==> src/rtl/bilin_pkg.sv <==
// shared constants, types and codes for the bilinear rgba sampler
package bilin_pkg;

  localparam int MAX_WIDTH  = 256;
  localparam int MAX_HEIGHT = 256;
  localparam int FRAC_BITS  = 8;

  localparam int NUM_CHAN = 4;
  localparam int CHAN_W   = 16;
  localparam int COL_W    = $clog2(MAX_WIDTH);
  localparam int ROW_W    = $clog2(MAX_HEIGHT);
  localparam int IN_COL_W = 8;
  localparam int IN_ROW_W = 8;
  localparam int DIM_W    = 9;
  localparam int COORD_W  = 17;
  localparam int HI_W     = DIM_W + FRAC_BITS;
  localparam int WGT_W    = FRAC_BITS + 1;
  localparam int ONE_FIX  = 1 << FRAC_BITS;

  localparam int CFG_IDX_W  = 2;
  localparam int CFG_DATA_W = 9;

  localparam logic [CFG_IDX_W-1:0] REG_IMAGE_WIDTH  = CFG_IDX_W'(0);
  localparam logic [CFG_IDX_W-1:0] REG_IMAGE_HEIGHT = CFG_IDX_W'(1);

  localparam logic KIND_WRITE  = 1'b0;
  localparam logic KIND_SAMPLE = 1'b1;

  localparam int QUEUE_DEPTH = 2;
  localparam int QPTR_W      = $clog2(QUEUE_DEPTH);
  localparam int QCNT_W      = $clog2(QUEUE_DEPTH + 1);

  // four banks split by row and column parity
  localparam int NUM_BANKS  = 4;
  localparam int BANK_DEPTH = (MAX_WIDTH / 2) * (MAX_HEIGHT / 2);
  localparam int BANK_AW    = (COL_W - 1) + (ROW_W - 1);

  // channel 0 is red, 1 green, 2 blue, 3 alpha
  typedef logic [NUM_CHAN-1:0][CHAN_W-1:0] texel_t;

  typedef struct packed {
    logic                 is_write;
    logic                 wr_en;
    logic [COL_W-1:0]     wr_col;
    logic [ROW_W-1:0]     wr_row;
    texel_t               texel;
    logic [COL_W-1:0]     x0;
    logic [COL_W-1:0]     x1;
    logic [ROW_W-1:0]     y0;
    logic [ROW_W-1:0]     y1;
    logic [FRAC_BITS-1:0] tx;
    logic [FRAC_BITS-1:0] ty;
    logic                 empty;
  } qent_t;

endpackage

==> src/rtl/bilin_queue.sv <==
// short fifo of classified transactions between front and back
module bilin_queue (
  input  logic             clk,
  input  logic             rst_n,
  input  logic             push_valid,
  output logic             push_ready,
  input  bilin_pkg::qent_t push_entry,
  output logic             pop_valid,
  input  logic             pop_ready,
  output bilin_pkg::qent_t pop_entry
);

  bilin_pkg::qent_t                slot_r [bilin_pkg::QUEUE_DEPTH];
  logic [bilin_pkg::QPTR_W-1:0]    wr_ptr_r, wr_ptr_nxt;
  logic [bilin_pkg::QPTR_W-1:0]    rd_ptr_r, rd_ptr_nxt;
  logic [bilin_pkg::QCNT_W-1:0]    count_r, count_nxt;
  logic                            do_push, do_pop;

  assign push_ready = (count_r != bilin_pkg::QCNT_W'(bilin_pkg::QUEUE_DEPTH));
  assign pop_valid  = (count_r != '0);
  assign pop_entry  = slot_r[rd_ptr_r];
  assign do_push    = push_valid && push_ready;
  assign do_pop     = pop_valid && pop_ready;

  always_comb begin
    wr_ptr_nxt = do_push ? wr_ptr_r + bilin_pkg::QPTR_W'(1) : wr_ptr_r;
    rd_ptr_nxt = do_pop ? rd_ptr_r + bilin_pkg::QPTR_W'(1) : rd_ptr_r;
    count_nxt  = count_r;
    if (do_push && !do_pop) begin
      count_nxt = count_r + bilin_pkg::QCNT_W'(1);
    end else if (do_pop && !do_push) begin
      count_nxt = count_r - bilin_pkg::QCNT_W'(1);
    end
  end

  always_ff @(posedge clk) begin
    if (!rst_n) begin
      wr_ptr_r <= '0;
      rd_ptr_r <= '0;
      count_r  <= '0;
    end else begin
      wr_ptr_r <= wr_ptr_nxt;
      rd_ptr_r <= rd_ptr_nxt;
      count_r  <= count_nxt;
    end
  end

  always_ff @(posedge clk) begin
    if (do_push) begin
      slot_r[wr_ptr_r] <= push_entry;
    end
  end

endmodule

==> config.mk <==
export PLATFORM = sky130hd
export DESIGN_NAME = bilin_queue
export DESIGN_NICKNAME = d
export VERILOG_FILES = /design/src/rtl/bilin_pkg.sv /design/src/rtl/bilin_queue.sv
export SDC_FILE = /design/constraint.sdc
export NUM_CORES = 1
export LEC_CHECK = 0
export BUFFER_PORTS_ARGS = -buffer_cell sky130_fd_sc_hd__buf_2
export CAP_MARGIN = 20
export CORE_MARGIN = 8
export CORE_UTILIZATION = 52
export DETAILED_ROUTE_END_ITERATION = 8
export PLACE_DENSITY = 0.9
export SETUP_SLACK_MARGIN = 0.02
export SLEW_MARGIN = 20
export SYNTH_ARGS = -nofsm -noshare
export SYNTH_HDL_FRONTEND = slang
export SYNTH_SLANG_ARGS = --single-unit
==> constraint.sdc <==
create_clock -name clk -period 4.8 [get_ports clk]
set_input_delay 0.72 -clock clk [delete_from_list [all_inputs] [get_ports clk]]
set_output_delay 0.72 -clock clk [all_outputs]
set_load 0.005 [all_outputs]
Word-level counts from Yosys, hierarchy flattened
Memory sizes are Yosys's and may differ from the RTL's. A register that Yosys moved wholly into a read port is not among the register bits.
Cells that the tools add are included.
{"block": "word_totals", "memories": 1, "word_cells": 23, "mem_bits_rw": 262, "inputBits": 135, "regBits": 4}
{"memory": "slot_r", "words": 2, "word_bits": 131, "rd": 1, "rd_ports_with_merged_regs": 1, "wr": 1, "line_no": "bilin_queue.sv:13", "rtl": "bilin_pkg::qent_t slot_r [bilin_pkg::QUEUE_DEPTH];"}
{"block": "op_classes", "n_mux": 6, "add_sub_neg": 4, "reduce_logical": 8, "n_eq_ne": 1}
{"cell": "1-bit logical AND", "count": 4}
{"cell": "1-bit 2-to-1 mux", "count": 4}
{"cell": "2-bit 2-to-1 mux", "count": 2}
{"cell": "2-bit nonzero test", "count": 2}
{"cell": "1-bit adder, second input constant", "count": 2}
{"cell": "2-bit by 1-bit adder with 2-bit output, second input constant", "count": 1}
{"cell": "1-bit zero test", "count": 2}
{"cell": "2-bit inequality test, second input constant", "count": 1}
{"cell": "2-bit by 1-bit subtractor with 2-bit output, second input constant", "count": 1}

Longest topological paths before layout
{"block": "logic_depth", "depth_word": 6, "mapped_depth": 6, "mapped_depth_nobuf": 6}

Worst setup path before layout
OpenSTA, ideal clock, no wires.
{"block": "synth_timing", "kind": "input to register", "from": "in push_valid", "to": "mem slot_r[1][0] (netlist bit), enable pin", "setup_time_ns": 0.506, "n_path_buf": 0, "slack_ns": 0.509, "arrival_ns": 3.784, "stages": 1, "required_ns": 4.294, "path_cell_list": "and3_1"}
{"block": "synth_between", "elab_chain_len": 3}
{"element": "from (decl)", "line_no": "bilin_queue.sv:5", "rtl": "input logic push_valid,"}
{"element": "1-bit logical AND", "line_no": "bilin_queue.sv:22", "rtl": "assign do_push = push_valid && push_ready;"}
{"element": "1-bit 2-to-1 mux", "line_no": "bilin_queue.sv:49", "rtl": "if (do_push) begin"}
{"element": "1-bit 2-to-1 mux (implied by the code)", "line_no": "bilin_queue.sv:50", "rtl": "slot_r[wr_ptr_r] <= push_entry;"}
{"element": "to (decl)", "line_no": "bilin_queue.sv:13"}
Every way passes these cells.

==> qor.txt <==
DP HPWL - 13.91 mm
Via count - 4998
Core ar. - 0.01921 mm2
Yosys cell types - 22
CTS buffer count - 28
Site row count - 51
Worst IR Drop VDD - 364.2 uV
Die area - 0.02408 mm2
Final TNS setup - 0 ns
Syn Area/Cell - 23.31 um2
Drt wl/cell - 19.91 um
Initial Utilization - 52.43%
Pwr/cell area - 526.2 mW/mm2
CP required - 4.08 ns
H-tree levels - 1
Syn Nets - 568
Io pins - 268
TritonRoute pass-1 iters - 4
Min Hold Slack - 0.3719 ns
TritonCTS Sinks - 267
Setup bufs post-CTS - 0
Die height - 155.2 um
Synthesis-to-layout area growth - 24.87%
Nets - 856
Vias in the first global route - 5493
Routability-driven placement congestion ratio - 0.7486
Total power - 6.617 mW
Worst setup SP type - register
Max Clock Freq - 0.3137 GHz
Multiplexer area fraction after synthesis - 18.00%
# setup viols final - 0
Critical path class - reg -> out
First-pass GRT wire length - 30.02 mm
Total GRT Usage - 16.02%
Synth Area in Adders - 0.1242%
Final WL - 20.09 mm
Max Cap Viol - 0
Share of layout cells above drive strength 1 - 60.73%
DRC viols - 0
Worst-path fanout max - 54
Longest Clk Path Bufs - 3
Grt ovf - 0
Clk Latency, worst-skew pair - 0.53 ns
Min-Delay Path Class - in -> reg
Worst path arrival time - 2.47 ns
Die width - 155.2 um
Period utilisation layout - 66.41%
Slew Viols, Final - 0
CTS tree - yes
Yosys reg bits - 267
IO buf count - 267
Starting DRC count in detailed routing - 229
Post-Synthesis Cell Area - 0.01007 mm2
Max-slew headroom - 35.16%
PostCTS Resize Cnt - 0
Main combinational cell family by area after synthesis - multiplexers
Hold-fix buffers, CTS - 0
Post-route ant nets - 0
Fill cell count - 1271
Initial antenna violation count - 6
Largest net degree at the start of global routing - 101
Minimum clock period - 3.188 ns
Post-synthesis xor/xnor area fraction - 0.2609%
Leak Pwr - 4.862 nW
Worst Tran Pin Value - 0.9726 ns
RSZ-0062 raised after global routing - no
Finished Layout Cells - 1009
Clock transition at path regs - 0.06 ns
Most common cell after layout, fill and taps aside - buf_2
Clk root buf - clkbuf_16
Simple-gate share of the synthesized area - 0.6460%
Placed instance count - 955
Mapped Cells - 432
Leading cell types in the layout, fill and taps excluded - 267 x buf_2, 262 x edfxtp_1, 90 x mux2_4
Setup crit end kind - output port
Compound-gate portion of the synthesized area - 0.3479%
Synthesis Warnings - 0
Post-synthesis sequential area ratio - 79.12%
Final hold vios - 0
Final Skew - 0.01461 ns
DR vias/cell - 4.953
Status - finished, final reports clean
state kept, by name, summed over array words and instances (netlist names), named ones only:
name	cells
slot_r	262
count_r	2
rd_ptr_r	1
wr_ptr_r	1
power breakdown:
part	leakage, nW	switching (mW)	internal (mW)
clock network	0.434	0.833	1.23
logic	1.94	0.639	0.838
registers	2.49	0.163	2.92
metal layers:
layer  share of wire [%]  vias up  track usage, %
met3                 8.4       51           5.492
met1                  36     2437           17.49
met2                  51      202           28.33
met4                 3.6        6           6.066
li1                    -     2302               -
met5                0.17        -               0
through the flow:
step	instance area, um2	worst slack (ns)	util, %
2_1_floorplan	10070	0.5093	-
3_3_place_gp	11670	2.144	60.78
3_5_place_dp	11670	2.128	60.78
4_1_cts	12570	1.544	65.44
5_1_grt	12580	1.460	65.47
6_report	12580	1.612	65.47
area by class of cell:
cell class                      count  area, um2  share of cell area, %
Clock inverter                     19      177.7                  1.413
Clock buffer                       32      715.7                  5.691
Timing Repair Buffer              273       1406                  11.18
Antenna cell                        3      7.507                0.05970
Sequential cell                   267       7971                  63.39
Tap cell                          265      331.6                  2.637
Inverter                            1      8.758                0.06964
Multi-Input combinational cell    149       1957                  15.56
cell families (layout without fill, tap and decap cells):
family	after synthesis	after routing
AOI/OAI and AO/OA	5	5
DFF	267	267
adders and majority gates	1	1
other	0	3
xor gates and xnor gates	3	3
muxes	131	131
and+or+nand+nor	9	9
buffers and inverters	16	325
final timing paths:
path                 start             end  slack, ns  depth (start not counted)
min reg2reg     count_r[1]      count_r[1]       0.57                          2
min          push_entry[9]    slot_r[1][9]       0.37                          1
max reg2reg     count_r[0]   slot_r[0][20]       2.54                          4
max               register  pop_entry[101]       1.61                          3
worst max-delay path, cell delays in order, from the launching register on:
cell and delay, ns:
dfxtp_4 0.98, buf_4 0.45, mux2_4 0.34, buf_2 0.13
Yosys cell counts:
library cell  number  area (um2)
o21ai_1            1       5.000
nand2b_4           1       13.76
dfxtp_1            5       100.1
nand3b_1           1       7.510
o21ai_0            1       5.000
buf_8              1       15.01
edfxtp_1         262        7868
xor2_1             1       8.760
a21boi_0           1       7.510
a21boi_1           1       7.510
and3_1             1       6.260
ha_1               1       12.51
mux2_2            41       461.7
mux2_4            90        1351
buf_6             10       112.6
buf_2              4       20.02
and2_1             4       25.02
xnor2_1            2       17.52
or2_2              1       6.260
inv_1              1       3.750
or3_1              1       6.260
a21bo_2            1       10.01
No activity file was read; power rests on OpenSTA's default activity.
