--- config.mk ---
export PLATFORM = sky130hd
export DESIGN_NAME = bilin_front
export DESIGN_NICKNAME = d
export VERILOG_FILES = /design/src/rtl/bilin_pkg.sv /design/src/rtl/bilin_front.sv
export SDC_FILE = /design/constraint.sdc
export NUM_CORES = 1
export LEC_CHECK = 0
export BUFFER_PORTS_ARGS = -buffer_cell sky130_fd_sc_hd__buf_2
export CORE_MARGIN = 2
export CORE_UTILIZATION = 50
export DETAILED_ROUTE_END_ITERATION = 12
export PLACE_DENSITY_LB_ADDON = 0.12
export SLEW_MARGIN = 20
export SYNTH_ARGS = -nofsm -noshare
export SYNTH_HDL_FRONTEND = slang
export SYNTH_SLANG_ARGS = --single-unit
--- constraint.sdc ---
create_clock -name clk -period 19.2 [get_ports clk]
set_clock_uncertainty 0.15 [all_clocks]
set_input_delay 0.96 -clock clk [delete_from_list [all_inputs] [get_ports clk]]
set_output_delay 0.96 -clock clk [all_outputs]
set_load 0.05 [all_outputs]
--- src/rtl/bilin_pkg.sv ---
// shared constants, types and codes for the bilinear rgba sampler
package bilin_pkg;

  localparam int MAX_WIDTH  = 256;
  localparam int MAX_HEIGHT = 256;
  localparam int FRAC_BITS  = 8;

  localparam int NUM_CHAN = 4;
  localparam int CHAN_W   = 16;
  localparam int COL_W    = $clog2(MAX_WIDTH);
  localparam int ROW_W    = $clog2(MAX_HEIGHT);
  localparam int IN_COL_W = 8;
  localparam int IN_ROW_W = 8;
  localparam int DIM_W    = 9;
  localparam int COORD_W  = 17;
  localparam int HI_W     = DIM_W + FRAC_BITS;
  localparam int WGT_W    = FRAC_BITS + 1;
  localparam int ONE_FIX  = 1 << FRAC_BITS;

  localparam int CFG_IDX_W  = 2;
  localparam int CFG_DATA_W = 9;

  localparam logic [CFG_IDX_W-1:0] REG_IMAGE_WIDTH  = CFG_IDX_W'(0);
  localparam logic [CFG_IDX_W-1:0] REG_IMAGE_HEIGHT = CFG_IDX_W'(1);

  localparam logic KIND_WRITE  = 1'b0;
  localparam logic KIND_SAMPLE = 1'b1;

  localparam int QUEUE_DEPTH = 2;
  localparam int QPTR_W      = $clog2(QUEUE_DEPTH);
  localparam int QCNT_W      = $clog2(QUEUE_DEPTH + 1);

  // four banks split by row and column parity
  localparam int NUM_BANKS  = 4;
  localparam int BANK_DEPTH = (MAX_WIDTH / 2) * (MAX_HEIGHT / 2);
  localparam int BANK_AW    = (COL_W - 1) + (ROW_W - 1);

  // channel 0 is red, 1 green, 2 blue, 3 alpha
  typedef logic [NUM_CHAN-1:0][CHAN_W-1:0] texel_t;

  typedef struct packed {
    logic                 is_write;
    logic                 wr_en;
    logic [COL_W-1:0]     wr_col;
    logic [ROW_W-1:0]     wr_row;
    texel_t               texel;
    logic [COL_W-1:0]     x0;
    logic [COL_W-1:0]     x1;
    logic [ROW_W-1:0]     y0;
    logic [ROW_W-1:0]     y1;
    logic [FRAC_BITS-1:0] tx;
    logic [FRAC_BITS-1:0] ty;
    logic                 empty;
  } qent_t;

endpackage

--- src/rtl/bilin_front.sv ---
// front end: config registers, input acceptance, coordinate clamp and neighbour indices
module bilin_front (
  input  logic                                   clk,
  input  logic                                   rst_n,
  input  logic                                   cfg_valid,
  output logic                                   cfg_ready,
  input  logic [bilin_pkg::CFG_IDX_W-1:0]        cfg_index,
  input  logic [bilin_pkg::CFG_DATA_W-1:0]       cfg_data,
  input  logic                                   in_valid,
  output logic                                   in_ready,
  input  logic                                   in_kind,
  input  logic [bilin_pkg::IN_COL_W-1:0]         in_texel_col,
  input  logic [bilin_pkg::IN_ROW_W-1:0]         in_texel_row,
  input  logic [bilin_pkg::CHAN_W-1:0]           in_write_red,
  input  logic [bilin_pkg::CHAN_W-1:0]           in_write_green,
  input  logic [bilin_pkg::CHAN_W-1:0]           in_write_blue,
  input  logic [bilin_pkg::CHAN_W-1:0]           in_write_alpha,
  input  logic signed [bilin_pkg::COORD_W-1:0]   in_sample_x,
  input  logic signed [bilin_pkg::COORD_W-1:0]   in_sample_y,
  output logic                                   push_valid,
  input  logic                                   push_ready,
  output bilin_pkg::qent_t                       push_entry
);

  logic [bilin_pkg::CFG_DATA_W-1:0] width_r, width_nxt;
  logic [bilin_pkg::CFG_DATA_W-1:0] height_r, height_nxt;
  logic                             fv_r, fv_nxt;
  bilin_pkg::qent_t                 entry_r, entry_nxt;
  logic [bilin_pkg::DIM_W-1:0]      w_eff, h_eff;
  logic [bilin_pkg::HI_W-1:0]       cx, cy;
  logic [bilin_pkg::DIM_W-1:0]      x_nxt1, y_nxt1;
  logic                             accept;

  function automatic logic [bilin_pkg::HI_W-1:0] clamp_coord(
    logic signed [bilin_pkg::COORD_W-1:0] c,
    logic [bilin_pkg::DIM_W-1:0]          dim
  );
    logic [bilin_pkg::HI_W-1:0] hi;
    logic [bilin_pkg::HI_W-1:0] mag;
    hi  = bilin_pkg::HI_W'(dim - bilin_pkg::DIM_W'(1)) << bilin_pkg::FRAC_BITS;
    mag = bilin_pkg::HI_W'(c[bilin_pkg::COORD_W-2:0]);
    if (c[bilin_pkg::COORD_W-1]) begin
      return '0;
    end else if (mag > hi) begin
      return hi;
    end else begin
      return mag;
    end
  endfunction

  assign cfg_ready  = 1'b1;
  assign in_ready   = !fv_r || push_ready;
  assign accept     = in_valid && in_ready;
  assign push_valid = fv_r;
  assign push_entry = entry_r;

  always_comb begin
    width_nxt  = width_r;
    height_nxt = height_r;
    if (cfg_valid) begin
      unique case (cfg_index)
        bilin_pkg::REG_IMAGE_WIDTH:  width_nxt  = cfg_data;
        bilin_pkg::REG_IMAGE_HEIGHT: height_nxt = cfg_data;
        default: ;
      endcase
    end
  end

  always_comb begin
    w_eff = (width_r > bilin_pkg::DIM_W'(bilin_pkg::MAX_WIDTH)) ?
            bilin_pkg::DIM_W'(bilin_pkg::MAX_WIDTH) : bilin_pkg::DIM_W'(width_r);
    h_eff = (height_r > bilin_pkg::DIM_W'(bilin_pkg::MAX_HEIGHT)) ?
            bilin_pkg::DIM_W'(bilin_pkg::MAX_HEIGHT) : bilin_pkg::DIM_W'(height_r);
    cx = clamp_coord(in_sample_x, w_eff);
    cy = clamp_coord(in_sample_y, h_eff);

    entry_nxt          = entry_r;
    entry_nxt.is_write = (in_kind == bilin_pkg::KIND_WRITE);
    entry_nxt.wr_en    = (32'(in_texel_col) < bilin_pkg::MAX_WIDTH) &&
                         (32'(in_texel_row) < bilin_pkg::MAX_HEIGHT);
    entry_nxt.wr_col   = bilin_pkg::COL_W'(in_texel_col);
    entry_nxt.wr_row   = bilin_pkg::ROW_W'(in_texel_row);
    entry_nxt.texel    = {in_write_alpha, in_write_blue, in_write_green, in_write_red};
    entry_nxt.x0       = cx[bilin_pkg::FRAC_BITS +: bilin_pkg::COL_W];
    entry_nxt.y0       = cy[bilin_pkg::FRAC_BITS +: bilin_pkg::ROW_W];
    entry_nxt.tx       = cx[bilin_pkg::FRAC_BITS-1:0];
    entry_nxt.ty       = cy[bilin_pkg::FRAC_BITS-1:0];
    // right and lower neighbours stick to the last column and row
    x_nxt1 = bilin_pkg::DIM_W'(entry_nxt.x0) + bilin_pkg::DIM_W'(1);
    y_nxt1 = bilin_pkg::DIM_W'(entry_nxt.y0) + bilin_pkg::DIM_W'(1);
    entry_nxt.x1 = (x_nxt1 < w_eff) ? x_nxt1[bilin_pkg::COL_W-1:0] :
                   bilin_pkg::COL_W'(w_eff - bilin_pkg::DIM_W'(1));
    entry_nxt.y1 = (y_nxt1 < h_eff) ? y_nxt1[bilin_pkg::ROW_W-1:0] :
                   bilin_pkg::ROW_W'(h_eff - bilin_pkg::DIM_W'(1));
    entry_nxt.empty = (w_eff == '0) || (h_eff == '0);

    fv_nxt = fv_r;
    if (accept) begin
      fv_nxt = 1'b1;
    end else if (push_ready) begin
      fv_nxt = 1'b0;
    end
  end

  always_ff @(posedge clk) begin
    if (!rst_n) begin
      width_r  <= '0;
      height_r <= '0;
      fv_r     <= 1'b0;
    end else begin
      width_r  <= width_nxt;
      height_r <= height_nxt;
      fv_r     <= fv_nxt;
    end
  end

  always_ff @(posedge clk) begin
    if (accept) begin
      entry_r <= entry_nxt;
    end
  end

endmodule

* Yosys cells after proc, flatten, opt, wreduce, memory -nomap -nowiden
Index checks and enable logic that the tools add are counted.
W data, S select, Z words.
** Word-level totals
- Bits in registers :: 149
- Logic and storage cells :: 53
** Cells by class
- Add/subtract/negate cells :: 6
- Multiplexer cells :: 10
- $lt $le $gt $ge :: 6
- Bitwise gates (word level) :: 1
- Reduce and logical (&&, ||, !) cells :: 12
- Equal/unequal tests :: 1
** Operators by type and width (count)
- $mux W16 :: 4
- $gt A16 B17 Y1 :: 2
- $add A8 B1 Y9 const B :: 2
- $gt A9 B9 Y1 const B :: 2
- $logic_not A9 Y1 :: 2
- $lt A9 B9 Y1 :: 2
- $mux W9 :: 2
- $sub A9 B1 Y9 const B :: 2
- $mux W8 :: 2
- $sub A8 B1 Y8 const B :: 2
- $reduce_and A2 Y1 :: 2
- $reduce_or A2 Y1 :: 2
- $eq A2 B1 Y1 const B :: 1
- $logic_not A2 Y1 :: 1
- $logic_or A1 B1 Y1 :: 2
- $mux W1 :: 2
- $reduce_bool A2 Y1 :: 1
- $logic_and A1 B1 Y1 :: 1
- $logic_not A1 Y1 :: 1
- $not A1 Y1 :: 1

* Logic depth before layout (Yosys ltp)
Gate-level depths: netlist (run 1).
- Depth after elaboration :: 9
- Mapped depth :: 35
- Depth with buffers taken out :: 31

* Worst setup path after synthesis (run 1)
OpenSTA, ideal clock, no wires.
- Kind :: register -> register
- From :: register height_r[8] in the netlist's numbering
- To :: register entry_r, in the netlist push_entry[23] (data pin)
- Stages on the path, launching flop included :: 34
- Clock period less this slack :: 7.319 ns
- Setup time :: 0.261 ns
- Data required time :: 18.789 ns
- Arrival time :: 6.908 ns
- Setup slack :: 11.881 ns
- Path through :: dfxtp_1 -> clkbuf_1 -> inv_1 -> buf_1 -> nand2_1 -> ha_1 -> xnor2_1 -> inv_1 -> ha_1 -> or4b_2 -> nor4_1 -> a21oi_1 -> a221o_1 -> o31ai_1 -> a211o_1 -> nand2_1 -> buf_2 -> a211oi_1 -> ha_1 -> nor2b_1 -> nand3_1 -> mux2i_1 -> and2_1 -> xor2_1 -> ha_1 -> a21o_1 -> a21o_1 -> a21oi_1 -> nand2_1 -> a41oi_1 -> a21oi_1 -> o31a_1 -> clkbuf_1 -> a221o_1
** RTL lines
- from (decl) :: RTL line bilin_front.sv:26 : logic [bilin_pkg::CFG_DATA_W-1:0] height_r, height_nxt;
- from (signal assigned) :: RTL line bilin_front.sv:112 : height_r <= height_nxt;
- to (signal assigned) :: RTL line bilin_front.sv:119 : entry_r <= entry_nxt;
- to (decl) :: RTL line bilin_front.sv:28 : bilin_pkg::qent_t entry_r, entry_nxt;

==> results.cfg, run 1 <==
[status]
status = finished clean

[worst_setup_path]
r2r_cells = 30
slowest_delay_ns = 0.58
cp-start-kind = flop
crit_fanout = 15
r2r-start = height_r[8]
path_common_cell = ha_1
critPathCaptureType = flop
critPathKind = flop to flop
critPathRequiredTime_ns = 19.33
slowest_stage = or4b_2
startpoint = height_r[8]
crit_arrival_ns = 8.54

[global_routing]
grt_pass1_vias = 5139
grt_overflow = 0
grt_usage = 0.251
antenna_found_initial = 3
grt_pass1_wl_mm = 28.4
grt_max_degree = 70

[detailed_routing]
drc = 0
drtPass1Iterations = 5
drt_iter0_drc = 462
avgRoutedWirePerCell_um = 19.5
wl_mm = 19.5
route.detailed.vias_per_inst = 5.50
ant_nets = 0
vias = 5486

[placement]
portBuffers = 262
place.gp.congestion = 0.874
dp_hpwl_mm = 14.8
dp_slack_ns = 11.08

[floorplanning]
std_cell_rows = 43
die-area_sq_um = 15200
io_pins = 265
die_y_um = 123
die_w_um = 123
start_util = 0.512
core_sq_um = 13900

[sta]
min_period_over_period = 0.438
fmax_mhz = 119
finalSetupViolCount = 0
final_hold_viol_count = 0
tightest_slew_ns = 0.834
finalWorstSetupSlack_ns = 10.80
final.min_clock_period_ns = 8.40
rsz0062_at_grt = no
relSlewSlack = 0.444
drv_slew = 0
fin_tns_setup_ns = 0

[hold_path]
hp-class = flop to flop
whs_path_depth = 2
worstHoldStart = push_valid

[synthesis]
yosys.area_share.adder = 0.0490
synth_edf_count = 130
synthTopCellsByCount = edfxtp_1 (130), mux2i_1 (30), ha_1 (27), nand2_1 (27), nor2b_1 (26)
synthArstFlopShare = 0
synth_area_leader_cell = edfxtp_1
ys_seq_area_frac = 0.603
syn_avg_cell_area_sq_um = 13.3
synth_compound_area_frac = 0.0868
synth-simple-area-share = 0.144
synth_most_common_cell = edfxtp_1
synth_cell_type_count = 76
synth_ff_type = edfxtp_1
synth_top_family_by_area = simple AND/OR/NAND/NOR gates
ys.warnings.count = 0
syn_area_sq_um = 7100
synthMuxAreaShare = 0.0675
synth.area.top_cells = edfxtp_1 (55%), dfxtp_1 (5.4%), ha_1 (4.8%)
synth_top_area_frac = 0.550
synthCells = 533
synth_xor_area_frac = 0.0264
ys_ff_latch = 149

[cts]
numCtsBuffers = 17
clkSlewWorstSetupHoldPaths_ns = 0.06
clk_latency_ns = 0.42
cts_tree = yes
htreeDepth = 4
cts_buffer_depth = 2
cts.sinks = 149
cts_resized = 0
cts_setup_buffers = 0
cts_hold_buffers = 0
cts-root-buf = clkbuf_16

[pwr]
power_density_nw_per_um2 = 108
leakage_uw = 0.00398
power_uw = 995
ir_drop_uv = 57.6

[cells_and_area]
areaGrowthSynthToFinish_pct = 29.9
nNetsFinal = 960
drive_above_1_share = 0.406

[run]
maxCapViolations = 0
-- state kept, by name (all words and copies together), names as in the netlist --
| signal | cells |
|---|---|
| push_valid | 1 |
| push_entry | 130 |
| height_r | 9 |
| width_r | 9 |
-- per-stage QoR --
stage | std cells | hold slack (ns) | utilization | cell area, sq um
floorplan | 534 | 0.367 | - | 7110
global placement | 963 | 0.366 | 0.619 | 8590
detailed placement | 963 | 0.416 | 0.619 | 8590
CTS | 995 | 0.427 | 0.664 | 9220
global route | 998 | 0.473 | 0.665 | 9220
finish | 998 | 0.412 | 0.665 | 9220
-- path summary, 6_finish.rpt --
path,endpoint,slack [ns]
max,push_entry[23],10.80
min,push_valid,0.41
max reg2reg,push_entry[23],10.80
min reg2reg,push_valid,0.41
-- power by group --
part,total [uW],switching (uW),internal [uW]
registers,393,8.94,385
clock network,357,136,220
logic,245,167,77.8
-- placed cells by master (no fill, tap or decap), types with 19 or more instances in the layout --
cell type | synthesis | routed
and2_1 | 23 | 22
buf_2 | 1 | 262
dfxtp_1 | 19 | 19
edfxtp_1 | 130 | 130
ha_1 | 27 | 27
inv_1 | 22 | 22
mux2i_1 | 30 | 30
nand2_1 | 27 | 27
nor2_1 | 25 | 25
nor2b_1 | 26 | 26
-- layer usage --
| metal | vias up | part of all wire | track usage |
|---|---|---|---|
| met5 | - | 0 | 0 |
| met3 | 41 | 0.070 | 0.0595 |
| met1 | 2651 | 0.40 | 0.310 |
| li1 | 2561 | - | - |
| met4 | 0 | 0.030 | 0.117 |
| met2 | 233 | 0.50 | 0.417 |
-- layout make-up --
| type | instances | area (sq um) |
|---|---|---|
| Antenna cell | 3 | 7.51 |
| Clock buffer | 19 | 433 |
| Clock inverter | 13 | 195 |
| Fill cell | 1060 | 4660 |
| Inverter | 23 | 86.3 |
| Multi-Input combinational cell | 347 | 2670 |
| Sequential cell | 149 | 4280 |
| Tap cell | 180 | 225 |
| Timing Repair Buffer | 264 | 1330 |
-- worst max-delay path, delay by kind of cell, from the launching register on --
family	cells	cell delay, ns
AO/OA/AOI/OAI	13	3.27
AND/OR/NAND/NOR	8	2.00
adder cells (fa/ha/maj)	4	1.18
buffers and inverters	2	0.53
XOR/XNOR	2	0.46
flip-flops	1	0.40
multiplexers	1	0.29
-- cell families (layout without fill, tap and decap cells) --
group	after synthesis	in the layout
simple gates	175	175
flops	149	149
compound gates	80	80
mux	43	43
buf+inv	38	319
fa+ha+maj	28	28
xor+xnor	19	19
other cells	1	5
(Power assumes the default switching activity.)
==> inputs of run 2 (changes only) <==
ABC_AREA = 1   (was default)
CORE_UTILIZATION = 45   (was 50)
clock period = 7.5 ns   (was 19.2 ns; I/O delays follow)
==> results.cfg, run 2 <==
[synthesis]
synth_top_family_by_area = simple AND/OR/NAND/NOR gates
ys.warnings.count = 0
synth.area.top_cells = edfxtp_1 (56%), nand2_1 (7.5%), dfxtp_1 (5.4%)
synthTopCellsByCount = nand2_1 (139), edfxtp_1 (130), inv_1 (94)
synth_area_leader_cell = edfxtp_1
synth_compound_area_frac = 0.0491
synthArstFlopShare = 0
synth-simple-area-share = 0.207
ys_seq_area_frac = 0.614
synth_ff_type = edfxtp_1
ys_ff_latch = 149
synth_top_area_frac = 0.559
synth_most_common_cell = nand2_1
synth_cell_type_count = 35
syn_avg_cell_area_sq_um = 10.2
synth_xor_area_frac = 0.0161
synth_edf_count = 130
synthCells = 682
syn_area_sq_um = 6980
yosys.area_share.adder = 0.0484
synthMuxAreaShare = 0

[cells_and_area]
nNetsFinal = 1197
areaGrowthSynthToFinish_pct = 42.0
layout_common_cells = buf_2 (262), nand2_1 (139), edfxtp_1 (130)
post-route-util = 0.652
antenna_cells = 0
multi_input_area_sq_um = 2250
largest_reg_flops = 130
drive_above_1_share = 0.327
final_common_cell = buf_2
register_area_sq_um = 4280
fill_cells = 1292

[sta]
fmax_mhz = 188
relSlewSlack = 0.347
final_hold_viol_count = 0
tightest_slew_ns = 0.979
fin_tns_setup_ns = 0
final.min_clock_period_ns = 5.31
rsz0062_at_grt = no
finalSetupViolCount = 0
min_period_over_period = 0.708
drv_slew = 0

[hold_path]
worstHoldStart = in_kind
hp-class = input port to flop
whs_path_depth = 2
whs_endpoint = push_entry[130]

[worst_setup_path]
r2r_end = push_entry[37]
crit_fanout = 11
critPathCaptureType = flop
crit_arrival_ns = 5.33
path_common_cell = nor2_1
timing.reg2reg.setup_slack_ns = 2.19
critPathRequiredTime_ns = 7.52
r2r_cells = 24
startpoint = width_r[0]
critPathKind = flop to flop
worstPathCellList = inv_1 -> nor2_1 -> inv_2 -> ha_1 -> nand3_2 -> xor2_1 -> ha_1 -> nand2_1 -> nor2_1 -> nand4_1 -> nor2_1 -> nand3_2 -> nand2_2 -> nor2_1 -> nor3_1 -> inv_1 -> nor4_1 -> ha_1 -> inv_1 -> nor3_1 -> a211oi_2 -> nand2_4 -> nand2_1 -> nand2_1
r2r-start = width_r[0]
slowest_stage = a211oi_2
slowest_delay_ns = 0.55
cp-start-kind = flop

[floorplanning]
die_w_um = 129
die_y_um = 129
die-area_sq_um = 16500
start_util = 0.459
std_cell_rows = 45
io_pins = 265
core_sq_um = 15200

[cts]
cts-root-buf = clkbuf_16
cts_hold_buffers = 80
cts_buffer_depth = 2
cts_resized = 0
cts_setup_buffers = 0
cts.sinks = 149
clk_latency_ns = 0.42
clkSlewWorstSetupHoldPaths_ns = 0.06
numCtsBuffers = 17
cts_tree = yes
htreeDepth = 4

[run]
maxCapViolations = 0

[detailed_routing]
vias = 6137
drt_iter0_drc = 398
drc = 0
route.detailed.vias_per_inst = 4.95
drtPass1Iterations = 5
wl_mm = 20.4
avgRoutedWirePerCell_um = 16.5
ant_nets = 0

[global_routing]
grt_pass1_wl_mm = 31.1
antenna_found_initial = 0
grt_max_degree = 77
grt_overflow = 0
grt_pass1_vias = 5956
grt_usage = 0.248

[pwr]
power_density_nw_per_um2 = 268
leakage_uw = 0.00477
ir_drop_uv = 154

[placement]
dp_hpwl_mm = 14.5
place.gp.congestion = 0.885
portBuffers = 262

[status]
status = finished clean
-- run 2: cell count changes in the layout (fill, tap and decap cells not counted), moves of 26 or more --
cell / delta
nand2_1: +112
dlygate4sd3_1: +80
inv_1: +72
nand3_1: +45
nor2_1: +43
mux2i_1: -30
nor2b_1: -26
-- run 2: area by class of cell --
class                   instances  share of cell area
flip-flops and latches        149               0.432
clock inverters                15              0.0183
multi-input cells             418               0.227
repair buffers                344               0.214
clock buffers                  17              0.0429
inverters                     109              0.0413
well taps                     188              0.0237
-- run 2: per-stage QoR --
stage,std cells,area (sq um),power (uW),hold slack [ns],setup WS [ns]
3_5_place_dp,1128,8510,1760,0.313,2.24
5_1_grt,1240,9920,2790,0.0375,1.78
6_report,1240,9920,2660,0.0387,2.19
2_1_floorplan,683,6990,1580,0.286,2.69
3_3_place_gp,1128,8510,1750,0.306,2.25
4_1_cts,1240,9920,2670,0.0224,2.22
-- run 2: kinds of logic after synthesis --
kind of cell             after synthesis
AO/OA/AOI/OAI                         64
buffers and inverters                116
adder cells (fa/ha/maj)               27
XOR/XNOR                              12
other                                  1
flip-flops                           149
AND/OR/NAND/NOR                      313
-- run 2: how the worst max path moves through the flow --
stage          slack (ns)  depth (start not counted)              to
2_1_floorplan        2.69                          2   push_entry[0]
6_report             2.19                         24  push_entry[37]
3_5_place_dp         2.24                         24  push_entry[37]
4_1_cts              2.22                         24  push_entry[37]
5_1_grt              1.78                         24  push_entry[37]
3_3_place_gp         2.25                         24  push_entry[37]
-- run 2: worst max-delay path: cells and delay by family, from the launching register on --
kind	cells	cell delay, ns
xor+xnor	1	0.33
compound gates	1	0.55
flops	1	0.33
fa+ha+maj	3	0.77
buf+inv	4	0.41
simple gates	15	2.54
-- run 2: routing by layer --
metal  global-route usage  share of wire  wire (um)
met1                0.297           0.40       8100
met2                0.403           0.46       9490
met3               0.0665          0.084       1710
met4                0.147          0.055       1120
met5                    0              0          0
-- run 2: report_power, final --
group	internal [uW]	leakage (uW)	switching, uW
Sequential	999	0.00143	21.9
Combinational	209	0.00304	553
Clock	506	0.000300	368
Total	1710	0.00477	943
==> inputs of run 3 (changes only) <==
ABC_AREA = 0   (was 1)
clock period = 4.3 ns   (was 7.5 ns; I/O delays follow)
==> results.cfg, run 3 (same netlist as run 1, synthesis figures left out) <==
[status]
status = finished, violations left
violations = setup timing

[detailed_routing]
route.detailed.vias_per_inst = 5.09
avgRoutedWirePerCell_um = 19.0
wl_mm = 24.7
ant_nets = 0
vias = 6628
drc = 0
drt_iter0_drc = 345
drtPass1Iterations = 7

[global_routing]
grt_pass1_vias = 6716
grt_usage = 0.289
antenna_found_initial = 0
grt_overflow = 0
grt_pass1_wl_mm = 36.7
grt_max_degree = 54

[cts]
clkSlewWorstSetupHoldPaths_ns = 0.06
cts-root-buf = clkbuf_16
cts.sinks = 149
cts_buffer_depth = 2
clk_latency_ns = 0.42
cts_tree = yes
numCtsBuffers = 17
htreeDepth = 4

[floorplanning]
die-area_sq_um = 16800
die_y_um = 130
std_cell_rows = 45
die_w_um = 130
io_pins = 265
core_sq_um = 15300
start_util = 0.464

[pwr]
ir_drop_uv = 303
power_switching_uw = 1570
p_sw_frac = 0.322
clock_power_share = 0.322
sequentialPowerShare = 0.359
power_uw = 4870
power.internal_uw = 3300
power_density_nw_per_um2 = 405
leakage_uw = 0.00533
p_comb_frac = 0.319

[placement]
place.gp.congestion = 0.908
portBuffers = 262
dp_slack_ns = -2.07
dp_hpwl_mm = 16.2
placed_area_sq_um = 9930
dp_cells = 1138

[cells_and_area]
final_common_cell = buf_2
layout_common_cells = buf_2 (262), buf_4 (164), edfxtp_1 (130)
fin_cells = 1301
nNetsFinal = 1236
fill_cells = 978
areaGrowthSynthToFinish_pct = 69.5
drive_above_1_share = 0.509
fin_area_sq_um = 12000
largest_reg_flops = 130
antenna_cells = 0
post-route-util = 0.786

[sta]
final.min_clock_period_ns = 6.14
tightest_slew_ns = 0.826
drv_slew = 0
finalSetupViolCount = 16
finalWorstSetupSlack_ns = -1.84
rsz0062_at_grt = yes
relSlewSlack = 0.446
min_period_over_period = 1.43
final_hold_viol_count = 0
fmax_mhz = 163

[worst_setup_path]
critPathKind = flop to flop
critPathCaptureType = flop
cp-start-kind = flop
crit_fanout = 6
timing.reg2reg.setup_slack_ns = -1.84
slowest_delay_ns = 0.46
crit_arrival_ns = 6.15
critPathRequiredTime_ns = 4.31
slowest_stage = or4b_4

[hold_path]
hp-class = input port to flop

[run]
maxCapViolations = 0
==> run 3: cell count changes in the layout (fill, tap and decap cells not counted), moves of 30 or more <==
| cell | delta |
|---|---|
| buf_4 | +162 |
| nand2_1 | -117 |
| inv_1 | -77 |
| nand3_1 | -46 |
| nor2_1 | -45 |
| mux2i_1 | +30 |
==> run 3: worst max-delay path: cells and delay by family (launching register included) <==
| family | cells | cell delay [ns] |
|---|---|---|
| multiplexers | 2 | 0.46 |
| AND/OR/NAND/NOR | 8 | 1.32 |
| flip-flops | 1 | 0.37 |
| XOR/XNOR | 2 | 0.33 |
| AO/OA/AOI/OAI | 11 | 2.01 |
| buffers and inverters | 3 | 0.31 |
| adder cells (fa/ha/maj) | 4 | 0.91 |
==> run 3: repair_timing <==
item	in CTS	in global routing
setup buffers	18	6
endpoints found under the hold margin	116	0
resized for setup	26	19
pin swaps	27	16
setup endpoints to repair	16	16
hold buffers	108	0
gates cloned	0	0
==> run 3: metal layers <==
layer	GRT usage	wire (um)
met2	0.502	12600
met1	0.352	9840
met3	0.0553	1440
met4	0.124	841
met5	0	0
==> run 3: per-stage QoR <==
step,hold slack [ns],setup TNS (ns)
after floorplan,0.164,-23.00
after global placement,0.242,-23.90
after detailed placement,0.243,-26.10
after CTS,0.0210,-21.96
after global routing,0.0372,-26.51
final,0.0343,-22.85
==> run 3: layout make-up <==
class / count / area (sq um) / share of cell area
clock buffers: 17 / 425 / 0.0353
inverters: 23 / 104 / 0.00863
multi-input cells: 347 / 3070 / 0.255
flip-flops and latches: 149 / 4290 / 0.357
repair buffers: 540 / 3690 / 0.307
well taps: 211 / 264 / 0.0219
clock inverters: 14 / 193 / 0.0160
==> run 3: final timing paths <==
check | start | end | cells past startpoint
max | height_r[8] | push_entry[21] | 30
min | rst_n | width_r[8] | 2
max reg2reg | height_r[8] | push_entry[21] | 30
min reg2reg | width_r[7] | width_r[7] | 2
==> run 3: power groups by stage <==
| stage | clock (uW) | sequential (uW) | combinational [uW] |
|---|---|---|---|
| after floorplan | 0 | 2140 | 500 |
| after global placement | 0 | 1780 | 1320 |
| after detailed placement | 0 | 1780 | 1340 |
| after CTS | 1580 | 1750 | 1490 |
| after global routing | 1640 | 1760 | 1640 |
| final | 1570 | 1750 | 1550 |
